**config.mk**
```make
export PLATFORM = sky130hd
export DESIGN_NAME = sortable_process_queue_top
export DESIGN_NICKNAME = d
export VERILOG_FILES = /design/src/rtl/spq_pkg.sv /design/src/rtl/sortable_process_queue_top.sv
export SDC_FILE = /design/constraint.sdc
export NUM_CORES = 2
export LEC_CHECK = 0
export BUFFER_PORTS_ARGS = -buffer_cell sky130_fd_sc_hd__buf_2
export CORE_ASPECT_RATIO = 1.4
export CORE_MARGIN = 8
export CORE_UTILIZATION = 45
export CTS_CLUSTER_SIZE = 24
export DETAILED_ROUTE_END_ITERATION = 7
export PLACE_DENSITY = 0.68
export SLEW_MARGIN = 20
export SYNTH_ARGS = -nofsm -noshare
export SYNTH_HDL_FRONTEND = slang
export SYNTH_SLANG_ARGS = --single-unit
```
**constraint.sdc**
```tcl
create_clock -name clk -period 6.65 [get_ports clk]
set_input_delay 1.33 -clock clk [delete_from_list [all_inputs] [get_ports clk]]
set_output_delay 1.33 -clock clk [all_outputs]
set_load 0.05 [all_outputs]
```
**src/rtl/spq_pkg.sv**
```systemverilog
// Package for the sortable process queue: sizes, command codes, status codes,
// and the controller state type. No dependencies.
package spq_pkg;
  localparam int Depth = 16;
  localparam int SlotW = $clog2(Depth);
  localparam int CountW = $clog2(Depth + 1);

  typedef enum logic [2:0] {
    FN_PUSH_REAR = 3'd0,
    FN_PUSH_FRONT = 3'd1,
    FN_POP = 3'd2,
    FN_SORT_BURST = 3'd3,
    FN_SORT_PRIO_UP = 3'd4,
    FN_SORT_PRIO_DN = 3'd5
  } func_t;

  typedef enum logic [1:0] {
    ST_OK = 2'd0,
    ST_EMPTY = 2'd1,
    ST_FULL = 2'd2
  } status_t;

  typedef enum logic [2:0] {
    S_IDLE,
    S_POP_RD,
    S_LOAD,
    S_CMP_RD,
    S_CMP,
    S_OUT
  } state_t;
endpackage

```
**src/rtl/sortable_process_queue_top.sv**
```systemverilog
// Top level of the sortable process queue: key and time memories plus the
// controller that pushes, pops and insertion-sorts them. Uses spq_pkg.
//
// Channel | direction | tdata fields (low bit first)          | tuser
// s_axis  | in        | func, id, burst, prio, start, finish   | -
// m_axis  | out       | valid, id, burst, prio, start, finish, | -
//         |           | is_empty, entry_total, status          |
//
// A push writes the memories when it is accepted and goes to S_OUT; a pop
// first reads the front record in S_POP_RD. A sort takes each record i in turn
// (S_LOAD), compares it with the record below it (S_CMP) and, after each shift,
// reads the next one down in S_CMP_RD, since the two memories have a registered
// read; a record that reaches the front is written there from S_CMP_RD.
// Reset empties the queue; memory contents are left as they are.
// A result waits in the output register; a new request is taken once it
// has been taken.
module sortable_process_queue_top (
  input  logic        clk,
  input  logic        rst,
  input  logic        s_axis_tvalid,
  output logic        s_axis_tready,
  // func[2:0] id[10:3] burst[26:11] prio[34:27] start[50:35] finish[66:51]
  input  logic [71:0] s_axis_tdata,
  output logic        m_axis_tvalid,
  input  logic        m_axis_tready,
  // valid[0] id[8:1] burst[24:9] prio[32:25] start[48:33] finish[64:49]
  // is_empty[65] entry_total[70:66] status[72:71]
  output logic [79:0] m_axis_tdata
);
  localparam int SW = spq_pkg::SlotW;
  localparam int CW = spq_pkg::CountW;

  logic [31:0] key_mem [spq_pkg::Depth];
  logic [31:0] time_mem [spq_pkg::Depth];

  spq_pkg::state_t state, state_next;
  logic [SW-1:0] head, head_next;
  logic [CW-1:0] count, count_next;
  logic [2:0] func;
  logic [31:0] in_kw, in_tw;
  logic [CW-1:0] idx_i, idx_j;
  logic [31:0] cur_kw, cur_tw;
  logic [31:0] rd_kw, rd_tw;
  logic [SW-1:0] rd_addr;
  logic we;
  logic [SW-1:0] wr_addr;
  logic [31:0] wr_kw, wr_tw;
  logic out_valid;
  logic [79:0] out_data;

  // Memories: one write and one registered read per cycle.
  always_ff @(posedge clk) begin
    if (we) begin
      key_mem[wr_addr] <= wr_kw;
      time_mem[wr_addr] <= wr_tw;
    end
    rd_kw <= key_mem[rd_addr];
    rd_tw <= time_mem[rd_addr];
  end

  function automatic logic [SW-1:0] slot(input logic [SW-1:0] h, input logic [CW-1:0] p);
    logic [CW:0] s;
    s = {1'b0, {(CW - SW){1'b0}}, h} + {1'b0, p};
    return s[SW-1:0];
  endfunction

  function automatic logic after(input logic [31:0] a, input logic [31:0] b,
                                 input logic [2:0] m);
    logic after_r;
    if (m == spq_pkg::FN_SORT_BURST) after_r = a[23:8] > b[23:8];
    else if (m == spq_pkg::FN_SORT_PRIO_DN) after_r = a[7:0] < b[7:0];
    else after_r = a[7:0] > b[7:0];
    return after_r;
  endfunction

  logic [CW-1:0] jm1;
  logic accept;
  assign jm1 = idx_j - CW'(1);
  assign s_axis_tready = (state == spq_pkg::S_IDLE) && !out_valid;
  assign accept = s_axis_tvalid && s_axis_tready;
  assign m_axis_tvalid = out_valid;
  assign m_axis_tdata = out_data;

  always_ff @(posedge clk) begin
    if (rst) begin
      state <= spq_pkg::S_IDLE;
      head <= '0;
      count <= '0;
      out_valid <= 1'b0;
    end else begin
      state <= state_next;
      head <= head_next;
      count <= count_next;
      if (state_next == spq_pkg::S_OUT) out_valid <= 1'b1;
      else if (m_axis_tready) out_valid <= 1'b0;
    end
  end

  logic [79:0] data_next;
  logic [CW-1:0] i_next, j_next;
  logic [31:0] ck_next, ct_next;

  always_ff @(posedge clk) begin
    if (accept) begin
      func <= s_axis_tdata[2:0];
      in_kw <= {s_axis_tdata[10:3], s_axis_tdata[26:11], s_axis_tdata[34:27]};
      in_tw <= {s_axis_tdata[50:35], s_axis_tdata[66:51]};
    end
    idx_i <= i_next;
    idx_j <= j_next;
    cur_kw <= ck_next;
    cur_tw <= ct_next;
    out_data <= data_next;
  end

  always_comb begin
    state_next = state;
    head_next = head;
    count_next = count;
    i_next = idx_i;
    j_next = idx_j;
    ck_next = cur_kw;
    ct_next = cur_tw;
    data_next = out_data;
    rd_addr = head;
    we = 1'b0;
    wr_addr = head;
    wr_kw = in_kw;
    wr_tw = in_tw;
    case (state)
      spq_pkg::S_IDLE: begin
        if (accept) begin
          data_next = '0;
          case (s_axis_tdata[2:0])
            spq_pkg::FN_PUSH_REAR, spq_pkg::FN_PUSH_FRONT: begin
              if (count >= CW'(spq_pkg::Depth)) data_next[72:71] = spq_pkg::ST_FULL;
              else if (s_axis_tdata[2:0] == spq_pkg::FN_PUSH_REAR) begin
                wr_addr = slot(head, count);
              end else begin
                wr_addr = head - SW'(1);
                head_next = wr_addr;
              end
              if (count < CW'(spq_pkg::Depth)) begin
                we = 1'b1;
                wr_kw = {s_axis_tdata[10:3], s_axis_tdata[26:11], s_axis_tdata[34:27]};
                wr_tw = {s_axis_tdata[50:35], s_axis_tdata[66:51]};
                count_next = count + CW'(1);
              end
              state_next = spq_pkg::S_OUT;
            end
            spq_pkg::FN_POP: begin
              if (count == '0) begin
                data_next[72:71] = spq_pkg::ST_EMPTY;
                state_next = spq_pkg::S_OUT;
              end else state_next = spq_pkg::S_POP_RD;
            end
            spq_pkg::FN_SORT_BURST, spq_pkg::FN_SORT_PRIO_UP,
            spq_pkg::FN_SORT_PRIO_DN: begin
              i_next = CW'(1);
              rd_addr = slot(head, CW'(1));
              state_next = (count > CW'(1)) ? spq_pkg::S_LOAD : spq_pkg::S_OUT;
            end
            default: state_next = spq_pkg::S_OUT;
          endcase
        end
      end
      spq_pkg::S_POP_RD: begin
        data_next = '0;
        data_next[0] = 1'b1;
        data_next[8:1] = rd_kw[31:24];
        data_next[24:9] = rd_kw[23:8];
        data_next[32:25] = rd_kw[7:0];
        data_next[48:33] = rd_tw[31:16];
        data_next[64:49] = rd_tw[15:0];
        head_next = head + SW'(1);
        count_next = count - CW'(1);
        state_next = spq_pkg::S_OUT;
      end
      spq_pkg::S_LOAD: begin
        // Record i has been read; start comparing it with position i-1.
        ck_next = rd_kw;
        ct_next = rd_tw;
        j_next = idx_i;
        rd_addr = slot(head, idx_i - CW'(1));
        state_next = spq_pkg::S_CMP;
      end
      spq_pkg::S_CMP_RD: begin
        rd_addr = slot(head, jm1);
        state_next = spq_pkg::S_CMP;
      end
      spq_pkg::S_CMP: begin
        we = 1'b1;
        wr_addr = slot(head, idx_j);
        if (after(rd_kw, cur_kw, func)) begin
          // Shift the record at j-1 up one place and keep walking down.
          wr_kw = rd_kw;
          wr_tw = rd_tw;
          j_next = jm1;
          if (jm1 == '0) begin
            state_next = spq_pkg::S_CMP;
            // Place at position 0 next cycle through the same write path.
            state_next = spq_pkg::S_CMP_RD;
          end else state_next = spq_pkg::S_CMP_RD;
        end else begin
          wr_kw = cur_kw;
          wr_tw = cur_tw;
          i_next = idx_i + CW'(1);
          rd_addr = slot(head, idx_i + CW'(1));
          state_next = (idx_i + CW'(1) < count) ? spq_pkg::S_LOAD : spq_pkg::S_OUT;
        end
        if (after(rd_kw, cur_kw, func) && jm1 == '0) begin
          // Nothing left below: the next cycle writes the held record at 0.
          state_next = spq_pkg::S_CMP_RD;
        end
      end
      spq_pkg::S_OUT: begin
        state_next = spq_pkg::S_IDLE;
      end
      default: state_next = spq_pkg::S_IDLE;
    endcase
    if (state == spq_pkg::S_CMP_RD && idx_j == '0) begin
      // Insertion point is the front: write the held record there.
      we = 1'b1;
      wr_addr = head;
      wr_kw = cur_kw;
      wr_tw = cur_tw;
      i_next = idx_i + CW'(1);
      rd_addr = slot(head, idx_i + CW'(1));
      state_next = (idx_i + CW'(1) < count) ? spq_pkg::S_LOAD : spq_pkg::S_OUT;
    end
    if (state_next == spq_pkg::S_OUT) begin
      data_next[65] = (count_next == '0);
      data_next[70:66] = 5'(count_next);
    end
  end
endmodule

```
==> results.json <==
{
  "worstRegToRegCells": 14,
  "initialDrtViolationCount": 2960,
  "io_buffers": 145,
  "grt_start_max_net_pins": 98,
  "synthCells": 3487,
  "yosysMostFrequentCell": "edfxtp_1",
  "vias_per_cell": 5.75,
  "cp_top_family": "compound AO/OA/AOI/OAI gates",
  "worst_path_max_delay_cell": "a221oi_4",
  "skew_ns": 0.0634,
  "htree_num_levels": 3,
  "cp-startpoint": "cur_kw[23]$_DFFE_PP_",
  "fin_crit_sh_pct": 78.8,
  "clkTransAtPathRegs_ns": 0.07,
  "r2r_slack_ns": 1.41,
  "synthSimpleGateAreaFrac_pct": 5.88,
  "detail_route.wl_per_cell_um": 24.3,
  "synth-seq-cells": 1315,
  "post-dp-hpwl_mm": 70.4,
  "max-clock-path-buffers": 3,
  "min_period_ns": 5.24,
  "coreArea_mm2": 0.119,
  "post_cts_buffers": 0,
  "hold_depth": 0,
  "drive_gt1_share_pct": 16.5,
  "ys_seq_area_share_pct": 72.2,
  "synth_ff_type": "edfxtp_1",
  "cp_cell_sequence": "inv_1, ha_1, nand4_1, nor4_1, a211oi_1, o31ai_1, a31oi_1, a221oi_4, buf_12, buf_4, mux2i_1, mux2_2, o22ai_1, a221o_1",
  "syn_to_final_growth_pct": 12.8,
  "postLayoutCoreUtil_pct": 50.9,
  "post-synth-top-area-fraction_pct": 69.4,
  "setup_viol": 0,
  "drv_cap": 0,
  "die_w_um": 308,
  "holdBufCountCts": 0,
  "place_area_mm2": 0.0564,
  "reg2reg_to": "rd_tw[4]$_DFF_P_",
  "antenna_left": 0,
  "first_pass_iters": 6,
  "nFillCells": 9724,
  "cts_buffers": 116,
  "arrival_ns": 5.81,
  "rsz0062_at_grt": "no",
  "critPathCaptureType": "register",
  "crit_type": "reg -> reg",
  "slowest_delay_ns": 1.01,
  "min_from": "rd_tw[5]$_DFF_P_",
  "track_usage_pct": 19.3,
  "dieArea_mm2": 0.131,
  "tightest_slew_ns": 1.15,
  "cts_resized": 0,
  "wl_mm": 129,
  "r2r_start": "cur_kw[23]$_DFFE_PP_",
  "critPathRequiredTime_ns": 7.22,
  "hp-class": "reg -> reg",
  "fin_area_mm2": 0.0605,
  "finalHoldViolCount": 0,
  "dr_total_vias": 30600,
  "gp_congestion": 0.784,
  "synth-edff-count": 1238,
  "synth_top_family_by_area": "compound AO/OA/AOI/OAI gates",
  "cp-start-kind": "register",
  "layout.nets": 3751,
  "die_y_um": 424,
  "clockRootBuffer": "clkbuf_16",
  "yosysWarnings": 0,
  "relSlewSlack_pct": 23.2,
  "synthTopCellsByArea": "edfxtp_1 69%, mux2i_1 5.1%, dfxtp_1 2.9%",
  "grt_pass1_wl_mm": 192,
  "yosys.area_share.adder_pct": 1.42,
  "async_flop_share_pct": 0,
  "grt_pass1_vias": 30600,
  "cts_tree": "done",
  "insertion_delay_ns": 0.74,
  "ys_top_cells_by_count": "1,238 x edfxtp_1, 297 x nand2_1, 274 x mux2i_1",
  "clock_sinks": 1315,
  "antenna_cells": 0,
  "fmax_ghz": 0.191,
  "initial_core_util_pct": 45.1,
  "status": "finished clean",
  "rows": 150,
  "ioPinCount": 158,
  "antenna_found_initial": 3,
  "drc": 0,
  "syn_area_mm2": 0.0536,
  "whs_ns": 0.448,
  "critPathBufInv": 3,
  "ys_types": 65,
  "worst_hold_path.endpoint": "cur_tw[5]$_DFFE_PP_",
  "grt-ovfl-total": 0,
  "fin_tns_setup_ns": 0,
  "avgSynthCellArea_um2": 15.4,
  "synth_xor_area_share_pct": 0.441,
  "yosysTopAreaCell": "edfxtp_1",
  "cp_max_fo": 30,
  "slew_violations": 0,
  "muxShareOfSynthArea_pct": 7.85,
  "synth-compound-area-share_pct": 9.31
}
## cells by family (layout without fill, tap and decap cells)
| family | Yosys count | in the layout |
|---|---|---|
| fa+ha+maj | 58 | 58 |
| buf+inv | 280 | 505 |
| flops | 1315 | 1315 |
| mux | 403 | 403 |
| other cells | 1 | 7 |
| xor+xnor | 27 | 27 |
| simple gates | 665 | 665 |
| compound gates | 738 | 738 |
## placed cells by master (no fill, tap or decap), types with 77 or more instances in the layout
master     count
edfxtp_1    1238
nand2_1      296
mux2i_1      274
buf_2        145
and2_1       144
a31oi_1      142
a211oi_1     130
mux2_2       128
clkbuf_16    117
a21oi_1      114
nor2_1        90
o21ai_0       86
dfxtp_1       77
## layout make-up
type / count / area [um2] / area share [%]
Clock buffer: 141 / 3070 / 5.07
Clock inverter: 78 / 931 / 1.54
Inverter: 49 / 186 / 0.308
Multi-Input combinational cell: 1898 / 13700 / 22.6
Sequential cell: 1315 / 38700 / 64.0
Tap cell: 1596 / 2000 / 3.30
Timing Repair Buffer: 237 / 1890 / 3.12
## through the flow
step                instances  worst slack, ns
floorplan                3493            0.360
global placement         5094             1.45
detailed placement       5095             1.38
CTS                      5314             1.29
global route             5314             1.16
finish                   5314             1.41
## worst max-delay path by stage
stage / end / cells past startpoint
2_1_floorplan: key_mem[4][0]$_DFFE_PP_ / 8
3_3_place_gp: rd_tw[2]$_DFF_P_ / 14
3_5_place_dp: rd_tw[2]$_DFF_P_ / 14
4_1_cts: rd_tw[3]$_DFF_P_ / 14
5_1_grt: rd_tw[3]$_DFF_P_ / 14
6_report: rd_tw[4]$_DFF_P_ / 14
## metal layers
layer	part of all wire (%)	track usage (%)	up-vias
met5	0.015	0	-
met4	2.9	6.82	4
met3	6.6	2.74	239
met2	50	33.5	1112
met1	40	24.6	15500
li1	-	-	13800
## state kept, by name, indices dropped and copies added (netlist names), 32 cells and up
signal / flops
cur_kw: 32
cur_tw: 32
in_kw: 32
in_tw: 32
key_mem: 512
m_axis_tdata: 73
rd_kw: 32
rd_tw: 32
time_mem: 512
Power is left out: the tool's default activity adds up to more than one toggle a clock period on the data nets, which glitch-free logic cannot reach.
